<file path="config.mk">
export PLATFORM = sky130hd
export DESIGN_NAME = bfi_ctrl
export DESIGN_NICKNAME = d
export VERILOG_FILES = /design/src/sv/bfi_pkg.sv /design/src/sv/bfi_ctrl.sv
export SDC_FILE = /design/constraint.sdc
export NUM_CORES = 1
export LEC_CHECK = 0
export BUFFER_PORTS_ARGS = -buffer_cell sky130_fd_sc_hd__buf_2
export CAP_MARGIN = 20
export CORE_AREA = 5 5 42 44
export CTS_CLUSTER_DIAMETER = 40
export DETAILED_ROUTE_END_ITERATION = 10
export DIE_AREA = 0 0 47 49
export GPL_TIMING_DRIVEN = 0
export PLACE_DENSITY = 0.74
export SYNTH_ARGS = -nofsm -noshare
export SYNTH_HDL_FRONTEND = slang
export SYNTH_SLANG_ARGS = --single-unit
</file>
<file path="constraint.sdc">
create_clock -name clk -period 1.8 [get_ports clk]
set_input_delay 0.18 -clock clk [delete_from_list [all_inputs] [get_ports clk]]
set_output_delay 0.18 -clock clk [all_outputs]
set_load 0.05 [all_outputs]
</file>
<file path="src/sv/bfi_pkg.sv">
`default_nettype none
// ----------------------------------------------------------------------------
// bfi_pkg
// Types and constants shared by the byte run fault injector modules.
// ----------------------------------------------------------------------------
package bfi_pkg;

	localparam int CFG_W    = 17;
	localparam int ROW_BITS = 32;
	localparam int ROW_LOG  = 5;
	localparam int EPOCH_W  = 8;

	localparam logic [1:0] OP_CLEAR = 2'd0;
	localparam logic [1:0] OP_PLACE = 2'd1;
	localparam logic [1:0] OP_PASS  = 2'd2;

	localparam logic [1:0] KIND_CLEAR = 2'd0;
	localparam logic [1:0] KIND_PLACE = 2'd1;
	localparam logic [1:0] KIND_PASS  = 2'd2;

	localparam logic [1:0] PST_OK      = 2'd0;
	localparam logic [1:0] PST_OVERLAP = 2'd1;
	localparam logic [1:0] PST_RANGE   = 2'd2;
	localparam logic [1:0] PST_QUOTA   = 2'd3;

	localparam logic [1:0] REG_RUN_LENGTH    = 2'd0;
	localparam logic [1:0] REG_DROP_MODE     = 2'd1;
	localparam logic [1:0] REG_TARGET_RUNS   = 2'd2;
	localparam logic [1:0] REG_STREAM_LENGTH = 2'd3;

	typedef struct packed {
		logic [1:0]  opcode;
		logic [15:0] run_start;
		logic [7:0]  data_byte;
	} in_item_t;

	typedef struct packed {
		logic [1:0] result_kind;
		logic [1:0] place_status;
		logic [7:0] out_byte;
		logic [6:0] runs_placed;
	} out_item_t;

	typedef enum logic [3:0] {
		S_INIT,
		S_IDLE,
		S_CLR,
		S_PLACE,
		S_CHK_RD,
		S_CHK_EV,
		S_WR_RD,
		S_WR_WB,
		S_PASS,
		S_EMIT
	} state_t;

	typedef struct packed {
		logic       load_item;
		logic       clear_state;
		logic       sweep_wr;
		logic       rd_en;
		logic       rd_pass;
		logic       place_init;
		logic       walk_adv;
		logic       wr_walk;
		logic       cnt_inc;
		logic       set_status;
		logic [1:0] place_code;
		logic       pass_eval;
		logic       load_out;
	} ctrl_cmd_t;

	typedef struct packed {
		logic quota_fail;
		logic range_fail;
		logic hit;
		logic last_chunk;
		logic sweep_done;
		logic epoch_wrap;
		logic drop_now;
		logic out_free;
	} ctrl_sts_t;

endpackage
`default_nettype wire

</file>
<file path="src/sv/bfi_ctrl.sv">
`default_nettype none
// ----------------------------------------------------------------------------
// bfi_ctrl
// Sequencer: decodes items, walks placements row by row, runs clear sweeps.
// ----------------------------------------------------------------------------
module bfi_ctrl import bfi_pkg::*; (
	input  wire logic       clk,
	input  wire logic       arst_n,
	input  wire logic       cmd_valid,
	output logic            cmd_ready,
	input  wire logic [1:0] opcode,
	input  wire ctrl_sts_t  sts,
	output ctrl_cmd_t       cmd
);

	state_t state_q, state_d;

	always_ff @(posedge clk or negedge arst_n) begin
		if (!arst_n) begin
			state_q <= S_INIT;
		end else begin
			state_q <= state_d;
		end
	end

	always_comb begin
		state_d   = state_q;
		cmd       = '0;
		cmd_ready = 1'b0;
		case (state_q)
			S_INIT: begin
				cmd.sweep_wr = 1'b1;
				if (sts.sweep_done) begin
					state_d = S_IDLE;
				end
			end
			S_IDLE: begin
				cmd_ready = 1'b1;
				if (cmd_valid) begin
					cmd.load_item = 1'b1;
					case (opcode)
						OP_CLEAR: begin
							cmd.clear_state = 1'b1;
							state_d = sts.epoch_wrap ? S_CLR : S_EMIT;
						end
						OP_PLACE: begin
							state_d = S_PLACE;
						end
						OP_PASS: begin
							cmd.rd_en   = 1'b1;
							cmd.rd_pass = 1'b1;
							state_d     = S_PASS;
						end
						default: begin
							state_d = S_IDLE;
						end
					endcase
				end
			end
			S_CLR: begin
				cmd.sweep_wr = 1'b1;
				if (sts.sweep_done) begin
					state_d = S_EMIT;
				end
			end
			S_PLACE: begin
				if (sts.quota_fail) begin
					cmd.set_status = 1'b1;
					cmd.place_code = PST_QUOTA;
					state_d        = S_EMIT;
				end else if (sts.range_fail) begin
					cmd.set_status = 1'b1;
					cmd.place_code = PST_RANGE;
					state_d        = S_EMIT;
				end else begin
					cmd.place_init = 1'b1;
					state_d        = S_CHK_RD;
				end
			end
			S_CHK_RD: begin
				cmd.rd_en = 1'b1;
				state_d   = S_CHK_EV;
			end
			S_CHK_EV: begin
				if (sts.hit) begin
					cmd.set_status = 1'b1;
					cmd.place_code = PST_OVERLAP;
					state_d        = S_EMIT;
				end else if (sts.last_chunk) begin
					cmd.place_init = 1'b1;
					state_d        = S_WR_RD;
				end else begin
					cmd.walk_adv = 1'b1;
					state_d      = S_CHK_RD;
				end
			end
			S_WR_RD: begin
				cmd.rd_en = 1'b1;
				state_d   = S_WR_WB;
			end
			S_WR_WB: begin
				cmd.wr_walk  = 1'b1;
				cmd.walk_adv = 1'b1;
				if (sts.last_chunk) begin
					cmd.cnt_inc    = 1'b1;
					cmd.set_status = 1'b1;
					cmd.place_code = PST_OK;
					state_d        = S_EMIT;
				end else begin
					state_d = S_WR_RD;
				end
			end
			S_PASS: begin
				cmd.pass_eval = 1'b1;
				state_d = sts.drop_now ? S_IDLE : S_EMIT;
			end
			S_EMIT: begin
				if (sts.out_free) begin
					cmd.load_out = 1'b1;
					state_d      = S_IDLE;
				end
			end
			default: begin
				state_d = S_IDLE;
			end
		endcase
	end

endmodule
`default_nettype wire

</file>
[Word-level counts from Yosys, hierarchy flattened]
Index checks and enable logic that the tools add are counted.
Widths: inputs -> output; s select.
Word-level totals
  flip-flop bits (word level): 4
  bits of input ports: 13
Cells by class
  equality and inequality tests: 15
  mux-type cells: 38
  reduce and logical (&&, ||, !) cells: 5
Operator list (count)
  $mux 4: 11
  $pmux 4 s10: 1
  $eq 4x3->1 const B: 4
  $mux 2: 7
  $pmux 4 s3: 1
  $mux 1: 11
  $mux 3: 3
  $pmux 3 s3: 1
  $eq 4x2->1 const B: 2
  $eq 4x4->1 const B: 2
  $ne 2x2->1 const B: 4
  $pmux 1 s2: 3
  $eq 4x1->1 const B: 1
  $logic_not 4->1: 1
  $reduce_and 4->1: 1
  $reduce_or 2->1: 2
  $eq 2x1->1 const B: 1
  $eq 2x2->1 const B: 1
  $logic_not 2->1: 1

[Longest topological paths before layout]
  depth in word-level cells: 4
  depth in mapped cells: 5

[Worst setup path after synthesis]
No wires, ideal clock.
  kind: reg-to-output
  start: register state_q[2]
  end: output port cmd[10] (netlist name)
  cell stages (with the launch flop): 5
  path slack: -975 ps
  arrival time: 2595 ps
  data required time: 1620 ps
  cells stage by stage: dfrtp_1 nor4b_4 nand2_1 nor3_2 o21bai_1
RTL lines
  from (decl): RTL line bfi_ctrl.sv:16  | state_t state_q, state_d;
  from (signal assigned): RTL line bfi_ctrl.sv:22  | state_q <= state_d;
  to (decl): RTL line bfi_ctrl.sv:13  | output ctrl_cmd_t cmd

==> metrics.md <==
| Metric | Value |
|---|---|
| RSZ-0062 raised after global routing | yes |
| Compound-Gate Fraction of Synth Area | between 20% and 30% |
| CORE AREA | approximately 1400 um^2 |
| Die area | between 2000 and 2500 um^2 |
| PnR worst setup slack | around 36 ps |
| CP endpoint kind | output pin |
| Max clock buf depth | 2 |
| Most common cell in the synthesized netlist | nor2_1 |
| Fin crit share | 98.0% |
| Yosys reg bits | 4 |
| Total GRT Usage | between 15 and 20% |
| CTS tree | built |
| CTS Root Cell | clkbuf_4 |
| Worst ir drop on vdd | 687 uV |
| N_diodes | 0 |
| Mux contribution to synthesized area | 3.93% |
| Final Max Tran Viols | 0 |
| Largest net degree at the start of global routing | 11 |
| Top post-synthesis cells by area | dfrtp_1 (18%), buf_6 (8.3%), nor2_1 (6.9%) |
| CP Data Arrival Time | between 1500 and 2000 ps |
| Relative slew slack | about four fifths |
| Antenna Nets Post-Route | 0 |
| Post-synth ARST share | 100% |
| Final hold violations | 0 |
| Adder-Cell Fraction of Synth Area | 0% |
| Fillers | about 130 |
| Top reg by flops | state_q |
| Fmax achieved | 0.567 GHz |
| DR iter-0 viols | 14 |
| Die X | 47 um |
| Dpl ws | roughly 32 ps |
| Post-layout minimum cycle time | about 1800 ps |
| Post-synthesis xor/xnor area fraction | 0% |
| Post-synth top cells | nor2_1 (10), nand2_1 (7), inv_1 (5) |
| Predominant post-synthesis flop cell | dfrtp_1 |
| Largest area contributor in the synthesized netlist | dfrtp_1 |
| Routed vias/inst | between 5 and 6 |
| Buffers on Ports | 27 |
| Final wirelength | ~1800 um |
| Pwr Density | around 1400 nW/um^2 |
| # IOs | 28 |
| Crit Path Class | flip-flop to output pin |
| Drt drc | 0 |
| Sequential area share after synthesis | a little under a fifth |
| Post-synthesis simple-gate area fraction | approximately 42% |
| Grt ovf | 0 |
| Synth unique cells | 33 |
| Mean Syn Cell Area | 7.85 um^2 |
| First-pass GRT wire length | just under 3000 um |
| Share of cells above drive strength 1 | between 60% and 70% |
| CP Launch Type | flip-flop |
| Post-Syn Nets | 82 |
| EDFF count, synth | 0 |
| Worst-path clk slew | about 40 ps |
| Status | finished clean |
| WL per Instance | approximately 15 um |
| Skew-Pair Late Insertion Delay | 240 ps |
| Vias | 670 |
| Detail Placement HPWL | 1290 um |
| CTS Buf Count | 3 |
| Critical Path RT | about 1600 ps |
| Fin Clk Skew | 2.47 ps |
| Nets | approximately 120 |
| Biggest regs | state_q x4 |
| Die H | a little under 50 um |
| Largest family of logic cells by synthesized area | simple AND/OR/NAND/NOR gates |
| Initial antenna violation count | 0 |
| CP Max Fanout | 5 |
| Area grow syn2layout | 65.1% |
| Synth warn | 0 |
| Mapped Cells | between 60 and 70 |
| Least-Margin Pin Slew | about 320 ps |
| Vias in the first global route | between 600 and 700 |
| Max reg flops | 4 |
| H-tree depth | 1 |
| Design Power | 1.25 mW |
| Area share of the largest cell type after synthesis | 18.5% |
| Clk sink count | 4 |
| Final Setup Violations | 0 |
| Gpl congestion | 0.757 |
| Cell row count | 14 |
| Starting density of the core | between 30% and 40% |
| Leak | about 0.43 nW |
| HP Class | primary input to flip-flop |
| Router iterations before antenna repair | 4 |
| Cell area after synthesis | around 540 um^2 |
| Max_cap viols | 0 |
[cells in the final DEF, fill, tap and decap left out, drive strengths merged, types with 2 or more instances in the layout]
cell / synthesis / layout
clkbuf: 0 / 4
dfrtp: 4 / 4
nand2: 7 / 7
o211a: 2 / 2
nor4: 3 / 3
a21oi: 3 / 3
nor3: 4 / 4
nand2b: 4 / 4
inv: 5 / 5
buf: 4 / 34
o21ai: 5 / 5
nor2: 10 / 10
[per-layer routing]
layer	global-route usage, %	part of all wire [%]	up-vias
li1	-	-	326
met1	19.1	36	310
met2	28.1	55	32
met3	4.80	8.0	2
met4	8.29	0.76	0
met5	0	0	-
[cell families (layout without fill, tap and decap cells)]
group	Yosys count	count (layout)
multiplexers	2	2
flip-flops	4	4
buffers and inverters	9	44
AO/OA/AOI/OAI	17	17
AND/OR/NAND/NOR	37	37
[per-stage QoR]
step	setup TNS [ps]	hold slack (ps)	util [%]	cells	area [um^2]
CTS	0	224	60.2	117	843
finish	0	240	63.8	120	895
detailed placement	0	-9.12	55.3	112	774
global placement	0	-13.8	55.3	112	774
floorplan	-1460	-116	-	69	619
global route	-74.4	252	63.8	120	895
[where the power goes]
group	total, mW	internal, mW	switching [mW]	leakage (nW)
clock	0.117	0.0749	0.0423	0.0138
combinational	0.939	0.351	0.588	0.374
sequential	0.189	0.123	0.0657	0.0459
[cell type report]
class	count	area, um^2	share of cell area, %
Clock buffer	3	22.5	2.52
Tap cell	16	20.0	2.24
Multi-Input combinational cell	56	474	53.0
Buffer	4	45.0	5.03
Sequential cell	4	105	11.7
Inverter	5	21.3	2.38
Timing Repair Buffer	32	206	23.1
[final timing paths]
path	endpoint	startpoint	slack (ps)	cells past startpoint
min reg2reg	state_q[3]$_DFFE_PN0P_	state_q[2]$_DFFE_PN0P_	760	2
max	cmd[10]	state_q[1]$_DFFE_PN0P_	40	5
min	state_q[0]$_DFFE_PN0P_	sts[3]	240	3
max in group asynchronous	state_q[3]$_DFFE_PN0P_	arst_n	1390	2
max reg2reg	state_q[3]$_DFFE_PN0P_	state_q[1]$_DFFE_PN0P_	190	6
min in group asynchronous	state_q[1]$_DFFE_PN0P_	arst_n	280	2
[repair_timing]
action                                 CTS  global route
endpoints found under the hold margin    4             0
buffers inserted                         1             3
gates cloned                             0             0
gates resized for setup                 10            11
hold buffers                             1             0
setup endpoints to repair                7             7
pin swaps                                4             5
[worst max-delay path, cell delays in order, from the launching register on]
cell and delay, ps:
dfrtp_2 440, nor4b_4 330, nand2_2 130, nor3_4 130
o21bai_4 140, buf_6 170
No activity file was read; power rests on OpenSTA's default activity.
